<file path="src/design/gbfs_pkg.sv">
package gbfs_pkg;

    localparam int DEF_NODE_COUNT = 32;
    localparam int DEF_EDGE_CAP   = 256;
    localparam int ID_W           = 5;
    localparam int HEUR_W         = 16;
    localparam int WEIGHT_W       = 16;
    localparam int COST_W         = 32;
    localparam int CNT_W          = 2;

    typedef enum logic [1:0] {
        REQ_HEUR   = 2'd0,
        REQ_EDGE   = 2'd1,
        REQ_SEARCH = 2'd2,
        REQ_NONE   = 2'd3
    } t_req;

    typedef enum logic [1:0] {
        KIND_PATH   = 2'd0,
        KIND_NOPATH = 2'd1,
        KIND_COUNT  = 2'd2
    } t_kind;

    typedef enum logic [3:0] {
        S_IDLE,
        S_DECODE,
        S_EDGE_A,
        S_EDGE_B,
        S_INIT,
        S_CHECK,
        S_SCAN,
        S_MOVE,
        S_EXPAND,
        S_EXP2,
        S_EPROC,
        S_RESULT,
        S_TRACE,
        S_PATH,
        S_NOPATH,
        S_CNT
    } t_state;

    typedef struct packed {
        logic  latch_req;
        logic  heur_wr;
        logic  edge_wr_a;
        logic  edge_wr_b;
        logic  init;
        logic  q_rd_first;
        logic  q_scan;
        logic  q_move;
        logic  expand;
        logic  cur_cost_latch;
        logic  edge_rd_head;
        logic  edge_proc;
        logic  cost_rd_goal;
        logic  trace_init;
        logic  trace_step;
        logic  emit;
        t_kind emit_kind;
        logic  path_pop;
        logic  cnt_step;
    } t_cmd;

    typedef struct packed {
        t_req req;
        logic edge_ok;
        logic start_ok;
        logic scan_more;
        logic q_empty;
        logic cur_is_goal;
        logic head_valid;
        logic edge_end;
        logic goal_reached;
        logic trace_done;
        logic path_last;
        logic out_busy;
        logic cnt_nonzero;
        logic cnt_last_idx;
    } t_status;

endpackage

</file>
<file path="src/design/gbfs_ctrl.sv">
module gbfs_ctrl
    import gbfs_pkg::*;
(
    input  logic    i_clk,
    input  logic    i_rst_n,
    input  logic    i_valid,
    output logic    o_ready,
    input  t_status i_status,
    output t_cmd    o_cmd
);

    t_state r_state;
    t_state n_state;

    always_ff @(posedge i_clk) begin
        if (!i_rst_n) begin
            r_state <= S_IDLE;
        end else begin
            r_state <= n_state;
        end
    end

    always_comb begin
        n_state = r_state;
        o_cmd   = '0;
        o_cmd.emit_kind = KIND_PATH;
        o_ready = 1'b0;
        unique case (r_state)
            S_IDLE: begin
                o_ready = 1'b1;
                if (i_valid) begin
                    o_cmd.latch_req = 1'b1;
                    n_state = S_DECODE;
                end
            end
            S_DECODE: begin
                unique case (i_status.req)
                    REQ_HEUR: begin
                        o_cmd.heur_wr = 1'b1;
                        n_state = S_IDLE;
                    end
                    REQ_EDGE:   n_state = i_status.edge_ok ? S_EDGE_A : S_IDLE;
                    REQ_SEARCH: n_state = S_INIT;
                    default:    n_state = S_IDLE;
                endcase
            end
            S_EDGE_A: begin
                o_cmd.edge_wr_a = 1'b1;
                n_state = S_EDGE_B;
            end
            S_EDGE_B: begin
                o_cmd.edge_wr_b = 1'b1;
                n_state = S_IDLE;
            end
            S_INIT: begin
                o_cmd.init = 1'b1;
                n_state = i_status.start_ok ? S_CHECK : S_NOPATH;
            end
            S_CHECK: begin
                if (i_status.q_empty) begin
                    n_state = S_RESULT;
                end else begin
                    o_cmd.q_rd_first = 1'b1;
                    n_state = S_SCAN;
                end
            end
            S_SCAN: begin
                o_cmd.q_scan = 1'b1;
                if (!i_status.scan_more) begin
                    n_state = S_MOVE;
                end
            end
            S_MOVE: begin
                o_cmd.q_move = 1'b1;
                n_state = S_EXPAND;
            end
            S_EXPAND: begin
                o_cmd.expand = 1'b1;
                n_state = i_status.cur_is_goal ? S_RESULT : S_EXP2;
            end
            S_EXP2: begin
                o_cmd.cur_cost_latch = 1'b1;
                if (i_status.head_valid) begin
                    o_cmd.edge_rd_head = 1'b1;
                    n_state = S_EPROC;
                end else begin
                    n_state = S_CHECK;
                end
            end
            S_EPROC: begin
                o_cmd.edge_proc = 1'b1;
                if (i_status.edge_end) begin
                    n_state = S_CHECK;
                end
            end
            S_RESULT: begin
                o_cmd.cost_rd_goal = 1'b1;
                o_cmd.trace_init   = 1'b1;
                n_state = i_status.goal_reached ? S_TRACE : S_NOPATH;
            end
            S_TRACE: begin
                o_cmd.cost_rd_goal = 1'b1;
                o_cmd.trace_step   = 1'b1;
                if (i_status.trace_done) begin
                    n_state = S_PATH;
                end
            end
            S_PATH: begin
                if (!i_status.out_busy) begin
                    o_cmd.emit      = 1'b1;
                    o_cmd.emit_kind = KIND_PATH;
                    o_cmd.path_pop  = 1'b1;
                    if (i_status.path_last) begin
                        n_state = S_CNT;
                    end
                end
            end
            S_NOPATH: begin
                if (!i_status.out_busy) begin
                    o_cmd.emit      = 1'b1;
                    o_cmd.emit_kind = KIND_NOPATH;
                    n_state = i_status.start_ok ? S_CNT : S_IDLE;
                end
            end
            S_CNT: begin
                if (!i_status.cnt_nonzero || !i_status.out_busy) begin
                    o_cmd.cnt_step = 1'b1;
                    if (i_status.cnt_nonzero) begin
                        o_cmd.emit      = 1'b1;
                        o_cmd.emit_kind = KIND_COUNT;
                    end
                    if (i_status.cnt_last_idx) begin
                        n_state = S_IDLE;
                    end
                end
            end
            default: n_state = S_IDLE;
        endcase
    end

endmodule

</file>
<file path="config.mk">
export PLATFORM = sky130hd
export DESIGN_NAME = gbfs_ctrl
export DESIGN_NICKNAME = d
export VERILOG_FILES = /design/src/design/gbfs_pkg.sv /design/src/design/gbfs_ctrl.sv
export SDC_FILE = /design/constraint.sdc
export NUM_CORES = 1
export LEC_CHECK = 0
export ABC_AREA = 1
export ABC_CLOCK_PERIOD_IN_PS = 2100
export BUFFER_PORTS_ARGS = -buffer_cell sky130_fd_sc_hd__buf_2
export CAP_MARGIN = 5
export CORE_AREA = 4 4 44 46
export CTS_CLUSTER_SIZE = 12
export DETAILED_ROUTE_END_ITERATION = 12
export DIE_AREA = 0 0 48 50
export PLACE_DENSITY = 0.81
export SYNTH_ARGS = -nofsm -noshare
export SYNTH_HDL_FRONTEND = slang
export SYNTH_SLANG_ARGS = --single-unit
</file>
<file path="constraint.sdc">
create_clock -name i_clk -period 2.1 [get_ports i_clk]
set_input_delay 0.105 -clock i_clk [delete_from_list [all_inputs] [get_ports i_clk]]
set_output_delay 0.105 -clock i_clk [all_outputs]
set_load 0.005 [all_outputs]
</file>
==> out/results.tsv <==
stage	metric	value	unit
run_status	status	finished clean	
floorplanning	DIE AREA	2400	µm²
timing	crit share post-route	0.793	
logic_synthesis	Synth cell types	17	
placement	Post-Place Setup Slack	0.654	ns
timing	Relative slew margins	0.688	
detailed_routing	Final Routed Wirelength	2.15	mm
floorplanning	Row Count	14	
finish	# diodes	0	
setup_path	Reg2Reg Depth	8	
detailed_routing	drt via density	5.02	
min_path	hold path depth	3	
clocking	Post-CTS Resized	0	
floorplanning	Starting Density	0.464	
timing	min cycle time layout	1.67	ns
finish	biggest regs	r_state x4	
timing	Max Slew Vio Count	0	
clocking	htree depth	1	
grt	grt total ovfl	0	
finish	fin util	0.619	
logic_synthesis	Synth Register Bits	4	
timing	f_max	0.601	GHz
floorplanning	floorplan core area	1510	µm²
finish	Final Instance Count excl. Fillers	201	
placement	Port Buffers	38	
floorplanning	Die W	48	µm
setup_path	Cell Chain, Critical Path	nand2_1 > inv_2 > nand2_1 > nor2_1 > or3_1 > buf_2	
grt	largest net degree at the start of global routing	9	
job	maximum capacitance violations	0	
timing	Worst-Margin Slew	0.466	ns
grt	gr usage total	0.180	
setup_path	largest stage delay on the critical path	0.38	ns
pwr	P per Cell Area	568	nW/µm²
timing	setup_tns	0	ns
detailed_routing	1st-pass router iterations	5	
clocking	Clock Tree Buf Depth	2	
setup_path	CP most frequent cell	nand2_1	
min_path	HP Class	in -> reg	
logic_synthesis	Post-Synthesis Cells	144	
setup_path	largest fanout on the critical path	7	
timing	worst setup margin	0.435	ns
clocking	CTS tree	done	
clocking	latest clock arrival within the worst-skew pair	0.23	ns
clocking	Worst-path clk slew	0.04	ns
detailed_routing	drc violations	0	
logic_synthesis	Area contributors post-synth	nand2_1 25%, inv_1 14%, nand3_1 13%	
setup_path	CP Data Arrival Time	1.56	ns
detailed_routing	Final ANT Viol Nets	0	
finish	Area Overhead vs Synth	33.3	%
logic_synthesis	Synth Net Count	165	
pwr	peak supply drop	0.400	mV
setup_path	crit start category	flip-flop	
setup_path	Setup CP Type	reg -> out	
clocking	hold buffers post-CTS	0	
logic_synthesis	synthesized area	699	µm²
clocking	Post-CTS Setup Inserts	0	
placement	Post-Place Cells	198	
clocking	clock root buffer	clkbuf_4	
timing	worst hold margin	0.147	ns
logic_synthesis	syn avg cell area	4.86	µm²
setup_path	Required @ worst endpoint	2.00	ns
logic_synthesis	Seq/Total Area, Yosys	0.114	
clocking	total CTS buffers	3	
timing	final hold viol count	0	
timing	final setup vio count	0	
timing	RSZ-0062 raised after global routing	false	
detailed_routing	initial DRC count	23	
finish	most flop-heavy register	r_state	
detailed_routing	DR vias	1009	
logic_synthesis	post-synth top area share	0.252	
clocking	clock sink count	4	
floorplanning	num ports	39	
detailed_routing	DR WL/cell	10.7	µm
grt	global-route wire length before repair	3.22	mm
pwr	LEAKAGE	0.701	nW
grt	number of global-route vias before repair	768	
timing	post-route clock skew	0.000256	ns
floorplanning	die height	50	µm
finish	nets	208	
finish	share of layout cells above drive strength 1	0.276	
placement	RD Place Congestion	0.847	
finish	flip-flop count of the largest register after layout	4	
setup_path	nature of the critical path endpoint	output pin	
setup_path	CP max-delay cell	dfxtp_1	
grt	initial antenna violation count	0	
logic_synthesis	cell accounting for the most synthesized area	nand2_1	
logic_synthesis	Yosys warnings	0	
placement	Final HPWL DP	1.73	mm
[final cells by class]
type                            count  area [µm²]
Multi-Input combinational cell    110         507
Inverter                           30         113
Fill cell                         168         574
Sequential cell                     4        80.1
Clock buffer                        3        22.5
Timing Repair Buffer               38         190
Tap cell                           16        20.0
[power breakdown]
| part | switching [mW] | leakage [nW] | internal [mW] |
|---|---|---|---|
| clock network | 0.0298 | 0.0138 | 0.0638 |
| registers | 0.0310 | 0.0326 | 0.0922 |
| logic | 0.203 | 0.654 | 0.110 |
| total | 0.264 | 0.701 | 0.266 |
[metrics by stage]
stage               total power [mW]  area [µm²]
floorplan                      0.329         699
global placement               0.422         910
detailed placement             0.429         910
CTS                            0.526         932
global route                   0.587         932
finish                         0.530         932
[path summary, 6_finish.rpt]
kind / to / slack, ns / start
worst max-delay path: o_cmd[4] / 0.43 / r_state[3]
worst min-delay path: r_state[0] / 0.15 / i_rst_n
worst min register to register: r_state[2] / 0.59 / r_state[2]
worst max register to register: r_state[1] / 0.58 / r_state[1]
[cells by family (layout without fill, tap and decap cells)]
logic type / count (synthesis) / count (layout) / synth area share
adders and majority gates: 3 / 3 / 0.0537
buffers and inverters: 30 / 71 / 0.161
AOI/OAI and AO/OA: 7 / 7 / 0.0501
DFF: 4 / 4 / 0.114
and+or+nand+nor: 100 / 100 / 0.621
[per-layer routing]
layer  part of all wire  GRT usage  vias to the layer above
li1                   -          -                      517
met1               0.42      0.247                      413
met2               0.44      0.278                       75
met3               0.13     0.0400                        4
met4              0.012     0.0404                        0
met5                  0          0                        -
[cell usage in the layout (no fill, tap or decap), drive strengths merged]
cell    instances
nand2          48
buf            38
inv            30
nor2           29
nand3          18
dfxtp           4
o21ai           4
a21oi           3
ha              3
clkbuf          3
nand3b          2
or3             1
nor3b           1
and3            1
[cell usage after synthesis]
| master | instances |
|---|---|
| nand2_1 | 47 |
| inv_1 | 26 |
| nor2_1 | 24 |
| nand3_1 | 18 |
| dfxtp_1 | 4 |
| inv_2 | 4 |
| nor2_2 | 4 |
| a21oi_1 | 3 |
| ha_1 | 3 |
| o21ai_0 | 3 |
| nand3b_1 | 2 |
| and3_1 | 1 |
| nand2_2 | 1 |
| nor2_4 | 1 |
| nor3b_1 | 1 |
| o21ai_1 | 1 |
| or3_1 | 1 |
[worst max-delay path: cells and delay by family, from the launching register on]
kind / cells / cell delay [ns]
buffers and inverters: 2 / 0.21
DFF: 1 / 0.38
and+or+nand+nor: 4 / 0.73
Power figures use the tool's default switching activity.
